**src/spt_pkg.sv**
```systemverilog
// Package with widths, the number type, the sequencer state type and a packed divider control type.
package spt_pkg;
  localparam int unsigned NUMBER_WIDTH = 16;
  localparam int unsigned CAND_WIDTH = 16;
  localparam int unsigned IN_TDATA_WIDTH = 16;
  localparam int unsigned OUT_TDATA_WIDTH = 24;
  localparam int unsigned CNT_WIDTH = $clog2(NUMBER_WIDTH + 1);

  typedef logic [NUMBER_WIDTH-1:0] num_t;

  typedef enum logic [2:0] {
    ST_IDLE,
    ST_START,
    ST_DIV,
    ST_CHECK,
    ST_DONE
  } div_state_e;

  typedef struct packed {
    logic start;
  } div_ctrl_t;
endpackage

```
**src/spt_divider.sv**
```systemverilog
// Restoring bit-serial divider: one quotient bit per cycle.
module spt_divider (
  input  logic                clk_i,
  input  logic                rst_ni,
  input  logic                start_i,
  input  spt_pkg::num_t       dividend_i,
  input  spt_pkg::num_t       divisor_i,
  output logic                done_o,
  output spt_pkg::num_t       quot_o,
  output spt_pkg::num_t       rem_o
);
  import spt_pkg::*;

  num_t quot_q, quot_d;
  num_t rem_q, rem_d;
  num_t dvs_q, dvs_d;
  logic [CNT_WIDTH-1:0] cnt_q, cnt_d;
  logic run_q, run_d;
  logic done_q, done_d;
  logic [NUMBER_WIDTH:0] trial;

  always_comb begin
    quot_d = quot_q;
    rem_d = rem_q;
    dvs_d = dvs_q;
    cnt_d = cnt_q;
    run_d = run_q;
    done_d = 1'b0;
    trial = {rem_q, quot_q[NUMBER_WIDTH-1]};
    if (start_i) begin
      quot_d = dividend_i;
      rem_d = '0;
      dvs_d = divisor_i;
      cnt_d = CNT_WIDTH'(NUMBER_WIDTH);
      run_d = 1'b1;
    end else if (run_q) begin
      // Shift in the next dividend bit, subtract when it fits.
      if (trial >= {1'b0, dvs_q}) begin
        rem_d = NUMBER_WIDTH'(trial - {1'b0, dvs_q});
        quot_d = {quot_q[NUMBER_WIDTH-2:0], 1'b1};
      end else begin
        rem_d = trial[NUMBER_WIDTH-1:0];
        quot_d = {quot_q[NUMBER_WIDTH-2:0], 1'b0};
      end
      cnt_d = cnt_q - 1'b1;
      if (cnt_q == CNT_WIDTH'(1)) begin
        run_d = 1'b0;
        done_d = 1'b1;
      end
    end
  end

  always_ff @(posedge clk_i or negedge rst_ni) begin
    if (!rst_ni) begin
      run_q <= 1'b0;
      done_q <= 1'b0;
      cnt_q <= '0;
    end else begin
      run_q <= run_d;
      done_q <= done_d;
      cnt_q <= cnt_d;
    end
  end

  always_ff @(posedge clk_i) begin
    quot_q <= quot_d;
    rem_q <= rem_d;
    dvs_q <= dvs_d;
  end

  assign done_o = done_q;
  assign quot_o = quot_q;
  assign rem_o = rem_q;
endmodule

```
**src/spt_seq.sv**
```systemverilog
// Sequencer that runs trial division at most twice: least factor of n, then of n/p.
module spt_seq (
  input  logic          clk_i,
  input  logic          rst_ni,
  input  logic          go_i,
  input  spt_pkg::num_t num_i,
  output logic          done_o,
  output logic          verdict_o
);
  import spt_pkg::*;

  div_state_e state_q, state_d;
  num_t n_q, n_d;
  num_t d_q, d_d;
  logic pass_q, pass_d;
  logic verdict_q, verdict_d;
  div_ctrl_t ctl;
  logic div_done;
  num_t quot, rem;
  logic [2*NUMBER_WIDTH-1:0] sq;
  logic [NUMBER_WIDTH:0] sq_hi;

  spt_divider u_div (
    .clk_i, .rst_ni,
    .start_i(ctl.start),
    .dividend_i(n_q),
    .divisor_i(d_q),
    .done_o(div_done),
    .quot_o(quot),
    .rem_o(rem)
  );

  // Square of the divisor for the loop bound.
  assign sq = {{NUMBER_WIDTH{1'b0}}, d_q} * {{NUMBER_WIDTH{1'b0}}, d_q};
  assign sq_hi = (NUMBER_WIDTH+1)'(sq >> NUMBER_WIDTH);

  always_comb begin
    state_d = state_q;
    n_d = n_q;
    d_d = d_q;
    pass_d = pass_q;
    verdict_d = verdict_q;
    unique case (state_q)
      ST_IDLE: begin
        if (go_i) begin
          n_d = num_i;
          d_d = NUMBER_WIDTH'(2);
          pass_d = 1'b0;
          verdict_d = 1'b0;
          state_d = (num_i < NUMBER_WIDTH'(4)) ? ST_DONE : ST_CHECK;
        end
      end
      ST_CHECK: begin
        if (sq_hi != '0 || sq[NUMBER_WIDTH-1:0] > n_q) begin
          // No factor up to the square root: n is prime.
          verdict_d = pass_q;
          state_d = ST_DONE;
        end else begin
          state_d = ST_START;
        end
      end
      ST_START: state_d = ST_DIV;
      ST_DIV: begin
        if (div_done) begin
          if (rem == '0) begin
            if (pass_q) begin
              verdict_d = 1'b0;
              state_d = ST_DONE;
            end else if (quot < NUMBER_WIDTH'(2)) begin
              state_d = ST_DONE;
            end else begin
              pass_d = 1'b1;
              n_d = quot;
              d_d = NUMBER_WIDTH'(2);
              state_d = ST_CHECK;
            end
          end else begin
            d_d = d_q + 1'b1;
            state_d = ST_CHECK;
          end
        end
      end
      ST_DONE: state_d = ST_IDLE;
      default: state_d = ST_IDLE;
    endcase
  end

  always_comb begin
    ctl.start = (state_q == ST_START);
  end

  always_ff @(posedge clk_i or negedge rst_ni) begin
    if (!rst_ni) begin
      state_q <= ST_IDLE;
      pass_q <= 1'b0;
      verdict_q <= 1'b0;
    end else begin
      state_q <= state_d;
      pass_q <= pass_d;
      verdict_q <= verdict_d;
    end
  end

  always_ff @(posedge clk_i) begin
    n_q <= n_d;
    d_q <= d_d;
  end

  assign done_o = (state_q == ST_DONE);
  assign verdict_o = verdict_q;
endmodule

```
**src/semiprime_test_stream.sv**
```systemverilog
// Top level of the streaming semiprime tester.
//
//  channel | dir | beat content
//  s_axis  | in  | tdata: candidate[15:0]; tlast: last_in_range
//  m_axis  | out | tdata: tested_number[15:0], is_semiprime, any_found,
//          |     |        zero pad; tlast: range_done
//
// Each beat is tested by trial division: for each trial divisor up to the
// square root, the sequencer checks the bound, starts the bit-serial divider
// and waits for its quotient and remainder.
// One beat is in work at a time; the result waits in an output register, and
// the next beat is taken once the tester is free and that register is empty
// or draining, so a stalled receiver holds off the input. Reset clears the
// range mark and all control state.
module semiprime_test_stream (
  input  logic                                clk_i,
  input  logic                                rst_ni,
  input  logic                                s_axis_tvalid,
  output logic                                s_axis_tready,
  // candidate[15:0]
  input  logic [spt_pkg::IN_TDATA_WIDTH-1:0]  s_axis_tdata,
  input  logic                                s_axis_tlast,
  output logic                                m_axis_tvalid,
  input  logic                                m_axis_tready,
  // tested_number[15:0], is_semiprime[16], any_found[17]
  output logic [spt_pkg::OUT_TDATA_WIDTH-1:0] m_axis_tdata,
  output logic                                m_axis_tlast
);
  import spt_pkg::*;

  logic busy_q, busy_d;
  logic last_q;
  num_t num_q;
  logic found_q, found_d;
  logic ovalid_q, ovalid_d;
  logic [OUT_TDATA_WIDTH-1:0] odata_q, odata_d;
  logic olast_q, olast_d;
  logic seq_done, verdict, in_fire, all_found;

  // Take a beat only when the tester is free and the output slot is empty
  // or being drained.
  assign s_axis_tready = !busy_q && (!ovalid_q || m_axis_tready);
  assign in_fire = s_axis_tvalid && s_axis_tready;

  spt_seq u_seq (
    .clk_i, .rst_ni,
    .go_i(in_fire),
    .num_i(s_axis_tdata[NUMBER_WIDTH-1:0]),
    .done_o(seq_done),
    .verdict_o(verdict)
  );

  assign all_found = found_q | verdict;

  always_comb begin
    busy_d = busy_q;
    found_d = found_q;
    ovalid_d = ovalid_q;
    odata_d = odata_q;
    olast_d = olast_q;
    if (ovalid_q && m_axis_tready) ovalid_d = 1'b0;
    if (in_fire) busy_d = 1'b1;
    if (seq_done) begin
      busy_d = 1'b0;
      ovalid_d = 1'b1;
      odata_d = {6'b0, last_q & all_found, verdict, CAND_WIDTH'(num_q)};
      olast_d = last_q;
      found_d = last_q ? 1'b0 : all_found;
    end
  end

  always_ff @(posedge clk_i or negedge rst_ni) begin
    if (!rst_ni) begin
      busy_q <= 1'b0;
      found_q <= 1'b0;
      ovalid_q <= 1'b0;
    end else begin
      busy_q <= busy_d;
      found_q <= found_d;
      ovalid_q <= ovalid_d;
    end
  end

  always_ff @(posedge clk_i) begin
    odata_q <= odata_d;
    olast_q <= olast_d;
    if (in_fire) begin
      num_q <= s_axis_tdata[NUMBER_WIDTH-1:0];
      last_q <= s_axis_tlast;
    end
  end

  assign m_axis_tvalid = ovalid_q;
  assign m_axis_tdata = odata_q;
  assign m_axis_tlast = olast_q;
endmodule

```
**config.mk**
```make
export PLATFORM = sky130hd
export DESIGN_NAME = semiprime_test_stream
export DESIGN_NICKNAME = d
export VERILOG_FILES = /design/src/spt_pkg.sv /design/src/spt_divider.sv /design/src/spt_seq.sv /design/src/semiprime_test_stream.sv
export SDC_FILE = /design/constraint.sdc
export NUM_CORES = 1
export LEC_CHECK = 0
export BUFFER_PORTS_ARGS = -buffer_cell sky130_fd_sc_hd__clkbuf_2
export CAP_MARGIN = 25
export CORE_MARGIN = 3
export CORE_UTILIZATION = 58
export DETAILED_ROUTE_END_ITERATION = 8
export PLACE_DENSITY = 0.79
export RECOVER_POWER = 100
export SYNTH_ARGS = -nofsm -noshare
export SYNTH_HDL_FRONTEND = slang
export SYNTH_SLANG_ARGS = --single-unit
export TNS_END_PERCENT = 5
```
**constraint.sdc**
```tcl
create_clock -name clk_i -period 6.98 [get_ports clk_i]
set_input_delay 0.349 -clock clk_i [delete_from_list [all_inputs] [get_ports clk_i]]
set_output_delay 0.349 -clock clk_i [all_outputs]
set_load 0.02 [all_outputs]
```
# --- Yosys cells after proc, flatten, opt, wreduce, memory -nomap -nowiden ---
# Index checks and enable logic that the tools add are counted.
word_totals:
  regBits: 131
  input_bits: 21
  output_inout_bits: 27
  word_cells: 110
op_classes:
  addsub: 3
  multipliers: 1
  magnitude_cmp: 4
  eq_ne: 14
  n_mux: 48
  bitwise_logic: 2
  reduce_logical: 20
op_table:
  columns: ["cell", "count"]
  rows:
  - ["2-to-1 mux 16 bit", 13]
  - ["case mux 16 bit (2 select lines)", 2]
  - ["multiplier 16 x 16 -> 32 bit", 1]
  - ["2-to-1 mux 1 bit", 21]
  - ["2-to-1 mux 3 bit", 7]
  - [">= comparator 17 x 16 -> 1 bit", 1]
  - ["nonzero test 17 bit", 1]
  - ["adder 16 x 1 -> 16 bit, second input constant", 1]
  - ["> comparator 16 bit", 1]
  - ["logical NOT 16 bit", 1]
  - ["less-than comparator 16 x 2 -> 1 bit, second input constant", 1]
  - ["less-than comparator 16 x 3 -> 1 bit, second input constant", 1]
  - ["subtractor 16 bit", 1]
  - ["case mux 3 bit (4 select lines)", 1]
  - ["AND reduction 6 bit", 2]
  - ["2-to-1 mux 5 bit", 2]
  - ["!= test 2 bit, second input constant", 4]
  - ["nonzero test 2 bit", 4]
  - ["== test 3 x 2 -> 1 bit, second input constant", 2]
  - ["!= test 2 x 1 -> 1 bit, second input constant", 3]
  - ["!= test 3 bit, second input constant", 2]
  - ["== test 5 x 1 -> 1 bit, second input constant", 1]
  - ["AND reduction 5 bit", 1]
  - ["subtractor 5 x 1 -> 5 bit, second input constant", 1]
  - ["13 further kinds", 17]

# --- Logic depth before layout (Yosys ltp) ---
# Gate-level depths: netlist of run 1.
depth:
  ltp_word: 6
  mapped_depth: 32
  mapped_depth_nobuf: 30

# --- Hierarchy ---
# From an unflattened synthesis of run 1, not the netlist that was laid out.
hier_totals:
  hier_cells: 1479
  hier_area_um2: 14482.6
modules_own_cells:
  columns: ["module", "n_inst", "cells_each", "area_each_um2", "seq_area_each_um2"]
  rows:
  - ["spt_seq", 1, 1120, 10025.9, 1086.0]
  - ["spt_divider", 1, 303, 3181.8, 1456.4]
  - ["semiprime_test_stream", 1, 56, 1275.0, 1156.1]

# --- Worst setup path before layout of run 1 ---
# Ideal clock, no wire load.
synth_path:
  path_type: "register -> register"
  startpoint: "register u_seq.d_q[1]"
  endpoint: "register u_seq.verdict_q (netlist: u_seq.verdict_o)"
  setup_ns: 0.126
  t_arrival_ns: 7.254
  t_required_ns: 6.854
  slack_ns: -0.400
  path_stages_with_launch: 30
  n_path_buf: 2
  period_less_slack_ns: 7.380
  cell_sequence: "edfxtp_1 clkbuf_1 clkbuf_1 nand2_1 fa_1 inv_1 ha_1 a21o_1 fa_1 inv_1 fa_1 inv_1 fa_1 inv_1 fa_1 inv_1 ha_1 a21oi_1 a21boi_1 o21ai_0 xor2_1 ha_1 nor2b_1 o21ai_1 nor4bb_1 a21oi_1 or4_4 nor4_4 a31oi_1 a311o_1"
synth_via:
  elab_chain_len: 5
  elab_cells_between_ends: 6
  classes_between: "mul: 1; order compare: 1; eq/ne: 1; reduce/logical: 3"
synth_lines:
  columns: ["element", "line_no", "source"]
  rows:
  - ["start, declared", "spt_seq.sv:14", "num_t d_q, d_d;"]
  - ["start signal, assigned", "spt_seq.sv:106", "d_q <= d_d;"]
  - ["multiplier 16 x 16 -> 32 bit *", "spt_seq.sv:34", "assign sq = {{NUMBER_WIDTH{1'b0}}, d_q} * {{NUMBER_WIDTH{1'b0}}, d_q};"]
  - ["> comparator 16 bit or nonzero test 17 bit (tied branches)", "spt_seq.sv:54", "if (sq_hi != '0 || sq[NUMBER_WIDTH-1:0] > n_q) begin"]
  - ["logical OR 1 bit *", "spt_seq.sv:54", null]
  - ["!= test 2 x 1 -> 1 bit (no source line) *", null, null]
  - ["AND reduction 6 bit (no source line) *", null, null]
  - ["end signal, assigned", "spt_seq.sv:100", "verdict_q <= verdict_d;"]
  - ["end, declared", "spt_seq.sv:16", "logic verdict_q, verdict_d;"]
# Every way passes the cells marked *; elsewhere a longest branch is shown, timed or not.
# A chain may end at the register's enable or synchronous reset.

# --- Worst setup path in the final report of run 1 ---
layout_path:
  startpoint: "register u_seq.d_q[5]"
  endpoint: "register u_seq.verdict_q (netlist: u_seq.verdict_o)"
# Same word-level chain as after synthesis.

==> results of run 1 <==
synthesized netlist by cell type (3+ instances only):
| master | count |
|---|---|
| sky130_fd_sc_hd__inv_1 | 283 |
| sky130_fd_sc_hd__fa_1 | 165 |
| sky130_fd_sc_hd__nand2_1 | 133 |
| sky130_fd_sc_hd__ha_1 | 130 |
| sky130_fd_sc_hd__edfxtp_1 | 100 |
| sky130_fd_sc_hd__nor2_1 | 74 |
| sky130_fd_sc_hd__a21oi_1 | 68 |
| sky130_fd_sc_hd__and2_1 | 46 |
| sky130_fd_sc_hd__o21ai_0 | 42 |
| sky130_fd_sc_hd__clkbuf_1 | 41 |
| sky130_fd_sc_hd__xnor2_1 | 39 |
| sky130_fd_sc_hd__mux2_2 | 19 |
| sky130_fd_sc_hd__nand4_1 | 18 |
| sky130_fd_sc_hd__nor3_1 | 17 |
| sky130_fd_sc_hd__o21ai_1 | 17 |
| sky130_fd_sc_hd__dfxtp_1 | 16 |
| sky130_fd_sc_hd__xor2_1 | 16 |
| sky130_fd_sc_hd__dfrtp_1 | 15 |
| sky130_fd_sc_hd__mux2i_1 | 14 |
| sky130_fd_sc_hd__nand3_1 | 14 |
| sky130_fd_sc_hd__nor4_1 | 13 |
| sky130_fd_sc_hd__o21a_1 | 12 |
| sky130_fd_sc_hd__and3_1 | 11 |
| sky130_fd_sc_hd__nor2b_1 | 11 |
| sky130_fd_sc_hd__a21o_1 | 10 |
| sky130_fd_sc_hd__a31oi_1 | 10 |
| sky130_fd_sc_hd__buf_4 | 7 |
| sky130_fd_sc_hd__nand2b_1 | 7 |
| sky130_fd_sc_hd__buf_2 | 6 |
| sky130_fd_sc_hd__and4_1 | 5 |
| sky130_fd_sc_hd__o211ai_1 | 5 |
| sky130_fd_sc_hd__or3_1 | 5 |
| sky130_fd_sc_hd__o21bai_1 | 4 |
| sky130_fd_sc_hd__a211o_1 | 3 |
| sky130_fd_sc_hd__a211oi_1 | 3 |
| sky130_fd_sc_hd__a41oi_1 | 3 |
| sky130_fd_sc_hd__o22ai_1 | 3 |
| sky130_fd_sc_hd__o31ai_1 | 3 |
registers in the layout, summed over array words and instances, names as in the netlist, 3 cells and up:
name	count
m_axis_tdata	18
num_q	16
u_seq.d_q	16
u_seq.n_q	16
u_seq.state_q	3
u_seq.u_div.cnt_q	5
u_seq.u_div.dvs_q	16
u_seq.u_div.quot_o	16
u_seq.u_div.rem_o	16
timing repair:
action / CTS / global route
resized for setup: 58 / 9
setup endpoints to repair: 3 / 3
endpoints found under the hold margin: 15 / 0
buffers inserted: 31 / 6
pin swaps: 66 / 20
hold buffers: 1 / 0
path summary, 6_finish.rpt:
path                              startpoint                to  slack [ps]  cells past startpoint
worst min-delay path            s_axis_tlast            last_q          90                      1
worst min register to register      num_q[7]   m_axis_tdata[7]         420                      0
max in group asynchronous             rst_ni  u_seq.state_q[0]        5860                      2
worst max-delay path            u_seq.d_q[5]   u_seq.verdict_o        -180                     27
worst max register to register  u_seq.d_q[5]   u_seq.verdict_o        -180                     27
min in group asynchronous             rst_ni            busy_q         560                      2
through the flow:
stage               hold slack (ps)  instances  util [%]  worst slack [ps]
global route                   83.7       1924      69.2              -396
floorplan                      53.4       1443         -              1.03
detailed placement              294       1854      64.5              -227
CTS                            83.4       1918      69.2             -51.7
finish                         94.4       1924      69.2              -180
global placement                288       1854      64.5             -27.3
layout make-up:
type	count	area, sq um	share of cell area, %
clock buffers	17	425	2.61
repair buffers	187	1270	7.82
inverters	285	1070	6.56
flip-flops and latches	131	3700	22.7
well taps	319	399	2.45
multi-input cells	970	9220	56.6
clock inverters	15	204	1.25
worst reg2reg max path: cells and delay by family (launching register included):
kind / cells / cell delay [ps]
adders and majority gates: 8 / 3570
and+or+nand+nor: 5 / 1260
buffers and inverters: 6 / 550
xor gates and xnor gates: 1 / 180
AOI/OAI and AO/OA: 7 / 980
DFF: 1 / 500
layer usage:
metal,wire [um],track usage (%),up-vias
met3,2220,4.77,83
met5,0,0,-
met1,13600,34.3,5372
met4,1340,11.5,0
li1,-,-,5008
met2,16800,46.4,422
placed cells by master, fill, tap and decap left out, types with 12 or more instances in the layout:
master,count
sky130_fd_sc_hd__ha_1,119
sky130_fd_sc_hd__buf_4,125
sky130_fd_sc_hd__o21ai_0,44
sky130_fd_sc_hd__dfrtp_1,15
sky130_fd_sc_hd__mux2i_1,14
sky130_fd_sc_hd__xor2_1,15
sky130_fd_sc_hd__a21oi_1,60
sky130_fd_sc_hd__and2_1,39
sky130_fd_sc_hd__o21a_1,12
sky130_fd_sc_hd__clkbuf_16,17
sky130_fd_sc_hd__dfxtp_1,16
sky130_fd_sc_hd__xnor2_1,38
sky130_fd_sc_hd__fa_1,164
sky130_fd_sc_hd__buf_6,12
sky130_fd_sc_hd__nor3_1,16
sky130_fd_sc_hd__inv_1,272
sky130_fd_sc_hd__mux2_2,19
sky130_fd_sc_hd__nor4_1,13
sky130_fd_sc_hd__edfxtp_1,100
sky130_fd_sc_hd__nand2_1,124
sky130_fd_sc_hd__nand4_1,18
sky130_fd_sc_hd__nor2_1,71
sky130_fd_sc_hd__clkbuf_1,45
sky130_fd_sc_hd__nand3_1,14
sky130_fd_sc_hd__o21ai_1,13
logic make-up (layout without fill, tap and decap cells):
| group | count (synthesis) | after routing | synth area share, % |
|---|---|---|---|
| and+or+nand+nor | 370 | 370 | 13.1 |
| xor gates and xnor gates | 56 | 56 | 3.56 |
| buffers and inverters | 342 | 504 | 9.54 |
| DFF | 131 | 131 | 26.5 |
| muxes | 35 | 35 | 2.70 |
| adders and majority gates | 295 | 295 | 35.3 |
| AOI/OAI and AO/OA | 208 | 208 | 9.27 |
| other | 1 | 6 | 0.0268 |
==> impl_results.rst, run 1 <==
.. list-table::
   :header-rows: 1

   * - Metric
     - Value
   * - EDFF count, synth
     - 100
   * - Vias after detailed routing
     - 10,885
   * - Most used cell along the critical path
     - sky130_fd_sc_hd__fa_1
   * - Final slew viol count
     - 64
   * - Post-synthesis sequential element count
     - 131
   * - Hold Fails Final Rpt
     - 0
   * - Synthesis warning total
     - 0
   * - Max Fanout on Critical Path
     - 5
   * - Kind of start point of the critical path
     - flip-flop
   * - Setup violators final
     - 3
   * - Number of antenna-violating nets in the routed design
     - 0
   * - Min cycle time layout
     - 7160 ps
   * - Placed wire-length estimate
     - 26,500 um
   * - CTS max path bufs
     - 2
   * - Num rows
     - 56
   * - Share of synthesized registers carrying an async set or reset
     - 11.5%
   * - Post-route setup slack
     - -180 ps
   * - Number of antenna violations at the first check in global routing
     - 0
   * - DRT iter0 DRCs
     - 769
   * - Max Freq
     - 0.140 GHz
   * - Inserted Diodes
     - 0
   * - Worst-skew pair later-pin latency
     - 430 ps
   * - CTS H-tree depth
     - 4
   * - Setup repair after global routing missed its margin
     - true
   * - Slowest CP cell
     - sky130_fd_sc_hd__fa_1
   * - Wirelength, routed
     - 34,000 um
   * - Status
     - finished with violations
   * - Detail-routed net length per standard cell
     - 17.6 um
   * - Detailed Routing Iterations Pass 1
     - 5
   * - Final period utilization
     - 103%
   * - Number of buffer cells added on primary ports
     - 41
   * - Clock root buffer
     - sky130_fd_sc_hd__clkbuf_16
   * - TritonCTS clock tree
     - yes
   * - Fillers
     - 1,696
   * - Worst path arrival time
     - 7470 ps
   * - Sequential share of the synthesized area
     - 26.5%
   * - Failing checks
     - capacitance limit, slew limit, setup timing
   * - Max capacitance violation total
     - 2
   * - Total Routing Usage GR
     - 27.2%
   * - CP bufs+invs
     - 6
   * - Worst-margin pin slew
     - 1830 ps
   * - Pin count of the biggest net entering global routing
     - 47
   * - Layout Skew
     - 14.9 ps
   * - First-pass GRT wire length
     - 56,500 um
   * - Vias in the first global route
     - 11,439
   * - Number of top-level pins
     - 48
   * - Worst hold path class
     - in -> reg
   * - Layout cell share with drive strength beyond 1
     - 16.5%
   * - Flip-flop cell with the highest count after synthesis
     - sky130_fd_sc_hd__edfxtp_1
   * - Area delta synth->final
     - 16.6%
   * - Die outline width
     - 161 um
   * - Nets
     - 1,908
   * - Placeable core area
     - 0.0235 sq mm
   * - Post-synthesis instance area
     - 0.0140 sq mm
   * - Sort of element at the end of the critical path
     - flip-flop
   * - Clock slew at the register clock pins of the worst setup and hold paths
     - 70 ps
   * - Final instance area
     - 0.0163 sq mm
   * - GPL Wtd Cong
     - 0.945
   * - Placed cell areas
     - 0.0152 sq mm
   * - Floorplan die area
     - 0.0260 sq mm
   * - Max_slew headroom
     - -22.2%
   * - Post-detailed-route DRC marker count
     - 0
   * - Setup TNS
     - -384 ps
   * - Worst stage delay on the critical path
     - 570 ps
   * - Critical path class
     - reg -> reg
   * - Clock buffer count from CTS
     - 17
   * - Vias per std cell
     - 5.66
   * - Avg Synthesized Cell Area
     - 9.72 sq um
   * - Initial cell density of the core
     - 59.3%
   * - Top post-synthesis cells by area
     - sky130_fd_sc_hd__fa_1, sky130_fd_sc_hd__edfxtp_1, sky130_fd_sc_hd__ha_1
   * - Kind of cell adding the most delay to the critical path
     - adder cells
   * - Share of Yosys cell area claimed by the top area cell type
     - 23.6%
   * - Synthesized netlist cell count
     - 1,438
   * - Cell taking the most area after synthesis
     - sky130_fd_sc_hd__fa_1
   * - Floorplan die height
     - 161 um
   * - Total congestion overflow
     - 0
   * - Required @ worst endpoint
     - 7290 ps
   * - Sink Count
     - 131
   * - Number of library cell types mapped by synthesis
     - 77
Power of run 1 is not shown: default switching activity piles up to over one toggle a cycle in this logic, so the estimate is an artifact.
==> inputs of run 2 (changes only) <==
--- a/config.mk
+++ b/config.mk
@@ -8,9 +8,9 @@
 export BUFFER_PORTS_ARGS = -buffer_cell sky130_fd_sc_hd__clkbuf_2
 export CAP_MARGIN = 25
 export CORE_MARGIN = 3
-export CORE_UTILIZATION = 58
+export CORE_UTILIZATION = 66
 export DETAILED_ROUTE_END_ITERATION = 8
-export PLACE_DENSITY = 0.79
+export PLACE_DENSITY = 0.85
 export RECOVER_POWER = 100
 export SYNTH_ARGS = -nofsm -noshare
 export SYNTH_HDL_FRONTEND = slang
==> constraint.sdc (replaced) <==
create_clock -name clk_i -period 8.8 [get_ports clk_i]
set_input_delay 0.44 -clock clk_i [delete_from_list [all_inputs] [get_ports clk_i]]
set_output_delay 0.44 -clock clk_i [all_outputs]
set_load 0.02 [all_outputs]
==> impl_results.rst, run 2 (synthesis gave the netlist of run 1 again) <==
.. list-table::
   :header-rows: 1

   * - Metric
     - Value
   * - Status
     - finished with violations
   * - Failing checks
     - capacitance limit, slew limit
   * - Sequential cell area
     - 0.00370 sq mm
   * - DRT iter0 DRCs
     - 681
   * - GPL Wtd Cong
     - 0.937
   * - Wirelength, routed
     - 32,400 um
   * - Number of flip-flops in the largest register
     - 18
   * - Initial cell density of the core
     - 68.2%
   * - Detailed Routing Iterations Pass 1
     - 5
   * - Total congestion overflow
     - 0
   * - Most frequent cells in the layout
     - sky130_fd_sc_hd__inv_1, sky130_fd_sc_hd__fa_1, sky130_fd_sc_hd__nand2_1
   * - Worst hold path class
     - in -> reg
   * - Worst-margin pin slew
     - 1800 ps
   * - Clock slew at the register clock pins of the worst setup and hold paths
     - 60 ps
   * - Final period utilization
     - 92.2%
   * - Floorplan die height
     - 151 um
   * - Placed wire-length estimate
     - 25,500 um
   * - Area delta synth->final
     - 6.47%
   * - Fillers
     - 1,426
   * - Number of buffer cells added on primary ports
     - 41
   * - Clock buffer count from CTS
     - 17
   * - Kind of start point of the critical path
     - flip-flop
   * - Critical path class
     - reg -> reg
   * - Layout cell share with drive strength beyond 1
     - 4.42%
   * - Setup TNS
     - 0 ps
   * - Vias in the first global route
     - 10,744
   * - Floorplan die area
     - 0.0229 sq mm
   * - Worst setup slack before clock tree synthesis
     - 862 ps
   * - Most used cell along the critical path
     - sky130_fd_sc_hd__inv_1
   * - Setup repair after global routing missed its margin
     - false
   * - Clock root buffer
     - sky130_fd_sc_hd__clkbuf_16
   * - Final slew viol count
     - 47
   * - Placed cell areas
     - 0.0143 sq mm
   * - CTS H-tree depth
     - 4
   * - Final core utilization
     - 72.6%
   * - Most common cell after layout, fill and taps aside
     - sky130_fd_sc_hd__inv_1
   * - Max Freq
     - 0.123 GHz
   * - Max_slew headroom
     - -19.8%
   * - Max capacitance violation total
     - 1
   * - Layout Skew
     - 17.1 ps
   * - Worst path arrival time
     - 8430 ps
   * - TritonCTS clock tree
     - yes
   * - Num rows
     - 52
   * - Total Routing Usage GR
     - 29.9%
   * - Slowest CP cell
     - sky130_fd_sc_hd__edfxtp_1
   * - Sort of element at the end of the critical path
     - flip-flop
   * - Detail-routed net length per standard cell
     - 18.6 um
   * - Number of antenna-violating nets in the routed design
     - 0
   * - Nets
     - 1,772
   * - Vias after detailed routing
     - 10,333
   * - Final instance area
     - 0.0149 sq mm
   * - Worst stage delay on the critical path
     - 650 ps
   * - Number of antenna violations at the first check in global routing
     - 0
   * - Hold Fails Final Rpt
     - 0
   * - Worst-skew pair later-pin latency
     - 440 ps
   * - Inserted Diodes
     - 0
   * - Vias per std cell
     - 5.94
   * - Required @ worst endpoint
     - 9110 ps
   * - Die outline width
     - 151 um
   * - Setup violators final
     - 0
   * - Post-route setup slack
     - 685 ps
   * - Area of the multi-input gates
     - 0.00895 sq mm
   * - Sink Count
     - 131
   * - Setup bufs post-CTS
     - 0
   * - Max Fanout on Critical Path
     - 16
   * - Placeable core area
     - 0.0205 sq mm
   * - First-pass GRT wire length
     - 53,000 um
   * - Min cycle time layout
     - 8110 ps
   * - Number of top-level pins
     - 48
   * - Post-detailed-route DRC marker count
     - 0
   * - CTS max path bufs
     - 2
   * - Pin count of the biggest net entering global routing
     - 47
==> run 2: changes by cell type in the layout (fill, tap and decap cells not counted), moves of 5 or more <==
cell / before / now
sky130_fd_sc_hd__a21oi_1: 60 / 68
sky130_fd_sc_hd__inv_8: 6 / 1
sky130_fd_sc_hd__buf_4: 125 / 2
sky130_fd_sc_hd__and2_1: 39 / 44
sky130_fd_sc_hd__a21oi_2: 7 / 1
sky130_fd_sc_hd__inv_1: 272 / 283
sky130_fd_sc_hd__ha_1: 119 / 130
sky130_fd_sc_hd__nand2_1: 124 / 133
sky130_fd_sc_hd__buf_6: 12 / 0
sky130_fd_sc_hd__inv_2: 11 / 0
sky130_fd_sc_hd__and2_4: 5 / 0
sky130_fd_sc_hd__ha_4: 8 / 0
sky130_fd_sc_hd__nand2_2: 8 / 0
==> run 2: per-stage QoR <==
step	hold slack, ps	cells
final	226	1739
after global routing	222	1739
after CTS	200	1739
after detailed placement	398	1706
after global placement	387	1706
after floorplan	144	1443
==> run 2: final timing paths <==
path	from	end	slack (ps)	cells past startpoint
setup / recovery	u_seq.d_q[3]	u_seq.verdict_o	690	28
hold / removal	s_axis_tdata[1]	num_q[1]	230	1
setup reg to reg	u_seq.d_q[3]	u_seq.verdict_o	690	28
hold reg to reg	num_q[1]	m_axis_tdata[1]	430	0
max in group asynchronous	rst_ni	u_seq.pass_q	7470	2
min in group asynchronous	rst_ni	m_axis_tvalid	720	2
==> run 2: final cells by class <==
class / count / area share [%]
Multi-Input combinational cell: 970 / 60.2
Sequential cell: 131 / 24.9
Inverter: 285 / 7.19
Clock buffer: 18 / 2.89
Tap cell: 270 / 2.27
Timing Repair Buffer: 51 / 1.40
Clock inverter: 14 / 1.19
==> run 2: worst max-delay path, delay by kind of cell, from the launching register on <==
kind / cells / cell delay [ps]
DFF: 1 / 650
AOI/OAI and AO/OA: 7 / 1520
buffers and inverters: 7 / 400
and+or+nand+nor: 5 / 1550
adders and majority gates: 8 / 3670
xor gates and xnor gates: 1 / 180
==> run 2: layer usage <==
| metal | global-route usage, % | up-vias | wire (um) |
|---|---|---|---|
| li1 | - | 4736 | - |
| met3 | 4.76 | 121 | 2120 |
| met5 | 0 | - | 0 |
| met1 | 37.0 | 5023 | 12400 |
| met4 | 15.9 | 0 | 1750 |
| met2 | 50.8 | 453 | 16100 |
==> run 2: what timing repair did <==
action / in CTS / in global routing
endpoints found under the hold margin: 15 / 0
hold buffers: 1 / 0
gates resized for setup: 0 / 0
Power of run 2 is left out for the same reason.
==> inputs of run 3 (changes only) <==
--- a/config.mk
+++ b/config.mk
@@ -14,5 +14,6 @@
 export RECOVER_POWER = 100
 export SYNTH_ARGS = -nofsm -noshare
 export SYNTH_HDL_FRONTEND = slang
+export SYNTH_HIERARCHICAL = 1
 export SYNTH_SLANG_ARGS = --single-unit
 export TNS_END_PERCENT = 5
==> impl_results.rst, run 3 <==
.. list-table::
   :header-rows: 1

   * - Metric
     - Value
   * - Initial cell density of the core
     - 68.0%
   * - Setup bufs post-CTS
     - 0
   * - Portion of total power attributed to sequential cells
     - 48.6%
   * - Kind of start point of the critical path
     - flip-flop
   * - Max_slew headroom
     - -65.4%
   * - Post-detailed-route DRC marker count
     - 0
   * - Switching component of the power
     - 0.000279 W
   * - Most frequent cells in the layout
     - sky130_fd_sc_hd__inv_1, sky130_fd_sc_hd__fa_1, sky130_fd_sc_hd__nand2_1
   * - Pin count of the biggest net entering global routing
     - 48
   * - Number of top-level pins
     - 48
   * - Standby leakage power
     - 7.35 nW
   * - CTS max path bufs
     - 2
   * - DRT iter0 DRCs
     - 899
   * - Layout cell share with drive strength beyond 1
     - 6.84%
   * - Most used cell along the critical path
     - sky130_fd_sc_hd__fa_1
   * - Max Freq
     - 0.127 GHz
   * - Total congestion overflow
     - 0
   * - Sequential cell area
     - 0.00370 sq mm
   * - Final slew viol count
     - 71
   * - Nets
     - 1,812
   * - Max capacitance violation total
     - 2
   * - Area delta synth->final
     - 5.53%
   * - Share of Yosys cell area claimed by the top area cell type
     - 22.8%
   * - Slowest CP cell
     - sky130_fd_sc_hd__edfxtp_1
   * - Area of the multi-input gates
     - 0.00939 sq mm
   * - Switching Share
     - 20.6%
   * - R2r worst-path depth
     - 27
   * - Most common cell after layout, fill and taps aside
     - sky130_fd_sc_hd__inv_1
   * - Inserted Diodes
     - 0
   * - Hold Fails Final Rpt
     - 0
   * - Num rows
     - 53
   * - Number of antenna violations at the first check in global routing
     - 0
   * - Pwr dens
     - 88.8 mW/mm^2
   * - Instance count along the most critical hold path
     - 1
   * - Final core utilization
     - 71.8%
   * - Setup repair after global routing missed its margin
     - false
   * - Combinational Power Share
     - 1.1%
   * - Worst setup slack for register-to-register paths
     - 910 ps
   * - Final hold slack
     - 225 ps
   * - Total Routing Usage GR
     - 29.0%
   * - Synthesis warning total
     - 6
   * - Peak VDD IR
     - 0.000115 V
   * - Vias per std cell
     - 6.07
   * - Flip-flop cell with the highest count after synthesis
     - sky130_fd_sc_hd__edfxtp_1
   * - Final period utilization
     - 89.7%
   * - RR Startpoint
     - u_seq/d_q[9]
   * - Setup violators final
     - 0
   * - Detailed Routing Iterations Pass 1
     - 8
   * - EDFF count, synth
     - 100
   * - Required @ worst endpoint
     - 9090 ps
   * - Max Fanout on Critical Path
     - 17
   * - Clock buffer count from CTS
     - 17
   * - Detail-routed net length per standard cell
     - 18.8 um
   * - Most common cell in the synthesized netlist
     - sky130_fd_sc_hd__inv_1
   * - Post-synthesis instance area
     - 0.0145 sq mm
   * - Vias after detailed routing
     - 10,804
   * - Worst-margin pin slew
     - 2480 ps
   * - Failing checks
     - capacitance limit, slew limit
   * - Worst path arrival time
     - 8180 ps
   * - Number of buffer cells added on primary ports
     - 41
   * - Critical register-to-register path endpoint
     - u_seq/verdict_o
   * - Number of antenna-violating nets in the routed design
     - 0
   * - Sink Count
     - 131
   * - GPL Wtd Cong
     - 0.992
   * - Worst hold start
     - s_axis_tlast
   * - CTS H-tree depth
     - 4
   * - Floorplan die area
     - 0.0238 sq mm
   * - Clock root buffer
     - sky130_fd_sc_hd__clkbuf_16
   * - Placed wire-length estimate
     - 25,900 um
   * - Internal
     - 0.00108 W
   * - Worst hold path class
     - in -> reg
   * - Layout Skew
     - 16.3 ps
   * - Worst-skew pair later-pin latency
     - 430 ps
   * - Worst stage delay on the critical path
     - 740 ps
   * - TritonCTS clock tree
     - yes
   * - Post-synthesis sequential element count
     - 131
   * - Clock power share
     - 50.2%
   * - Avg Synthesized Cell Area
     - 9.79 sq um
   * - # placed instances
     - 1,748
   * - Vias in the first global route
     - 10,978
   * - Share of synthesized registers carrying an async set or reset
     - 11.5%
   * - Post-Layout Cell Count
     - 1,781
   * - Number of library cell types mapped by synthesis
     - 93
   * - Wirelength, routed
     - 33,500 um
   * - Critical path class
     - reg -> reg
   * - Clock slew at the register clock pins of the worst setup and hold paths
     - 60 ps
   * - Sort of element at the end of the critical path
     - flip-flop
   * - Die outline width
     - 154 um
   * - Fillers
     - 1,483
   * - Min cycle time layout
     - 7890 ps
   * - Sequential share of the synthesized area
     - 25.5%
   * - Hold Crit Endpoint
     - last_q
   * - Cell taking the most area after synthesis
     - sky130_fd_sc_hd__fa_1
   * - First-pass GRT wire length
     - 55,200 um
   * - CTS Hold Buffers Added
     - 1
   * - Synthesized netlist cell count
     - 1,479
   * - PostCTS Resize Cnt
     - 0
   * - Setup TNS
     - 0 ps
   * - Number of flip-flops in the largest register
     - 18
   * - Top post-synthesis cells by count
     - sky130_fd_sc_hd__inv_1, sky130_fd_sc_hd__fa_1, sky130_fd_sc_hd__nand2_1, sky130_fd_sc_hd__ha_1, sky130_fd_sc_hd__edfxtp_1
   * - Placeable core area
     - 0.0213 sq mm
   * - Status
     - finished with violations
   * - Top post-synthesis cells by area
     - sky130_fd_sc_hd__fa_1, sky130_fd_sc_hd__edfxtp_1, sky130_fd_sc_hd__ha_1
   * - Floorplan die height
     - 154 um
[run 3: changes by cell type after synthesis, sizes merged, moves of 10 or more]
cell    previous run  this run
a211oi             4        15
buf               16        26
mux2              21        35
nand2            133       147
o211ai             6        16
o21ai             59        43
[run 3: power groups by stage]
stage               registers, W   logic (W)  clock network [W]
finish                  0.000660   0.0000154           0.000682
global route            0.000660   0.0000166           0.000718
CTS                     0.000660   0.0000165           0.000687
detailed placement      0.000673   0.0000159                  0
global placement        0.000673   0.0000153                  0
floorplan               0.000673  0.00000846                  0
[run 3: stage by stage]
stage	setup WS, ps	instance area, sq um	power (W)
finish	908	15300	0.00136
global route	476	15300	0.00139
CTS	1070	15400	0.00136
detailed placement	1070	14800	0.000689
global placement	1330	14800	0.000689
floorplan	1610	14500	0.000682
[run 3: worst max-delay path, delay by kind of cell, from the launching register on]
family                     cells  cell delay, ps
DFF                            1             740
adders and majority gates      8            3540
xor gates and xnor gates       1             150
AOI/OAI and AO/OA              8            1560
and+or+nand+nor                5            1130
buffers and inverters          5             600
[run 3: layer usage]
layer / share of wire, % / vias up / track usage, %
met4: 3.6 / 0 / 11.0
met5: 0 / - / 0
li1: - / 4918 / -
met2: 51 / 505 / 49.6
met1: 38 / 5291 / 37.1
met3: 7.2 / 90 / 5.18
[run 3: final cells by class]
cell class / instances / area share (%)
Multi-Input combinational cell: 1006 / 61.5
Sequential cell: 131 / 24.2
Inverter: 288 / 7.07
Clock buffer: 17 / 2.78
Tap cell: 275 / 2.25
Timing Repair Buffer: 50 / 1.33
Clock inverter: 14 / 0.901
[run 3: logic make-up after synthesis]
kind of cell / share of synthesized area, %
AND/OR/NAND/NOR: 13.5
buffers and inverters: 9.58
adder cells (fa/ha/maj): 34.2
AO/OA/AOI/OAI: 10.5
flip-flops: 25.5
XOR/XNOR: 3.21
multiplexers: 3.48
other: 0.0259
[run 3: how the worst max path moves through the flow]
| stage | startpoint | endpoint | slack [ps] | depth (start not counted) |
|---|---|---|---|---|
| after floorplan | u_seq/d_q[4] | u_seq/verdict_o | 1610 | 27 |
| after global placement | u_seq/d_q[2] | u_seq/verdict_o | 1330 | 28 |
| after detailed placement | u_seq/d_q[2] | u_seq/verdict_o | 1070 | 29 |
| after CTS | u_seq/d_q[9] | u_seq/verdict_o | 1070 | 26 |
| after global routing | u_seq/d_q[9] | u_seq/verdict_o | 480 | 27 |
| final | u_seq/d_q[9] | u_seq/verdict_o | 910 | 27 |
Note: power is estimated with default switching activity, not from simulation.
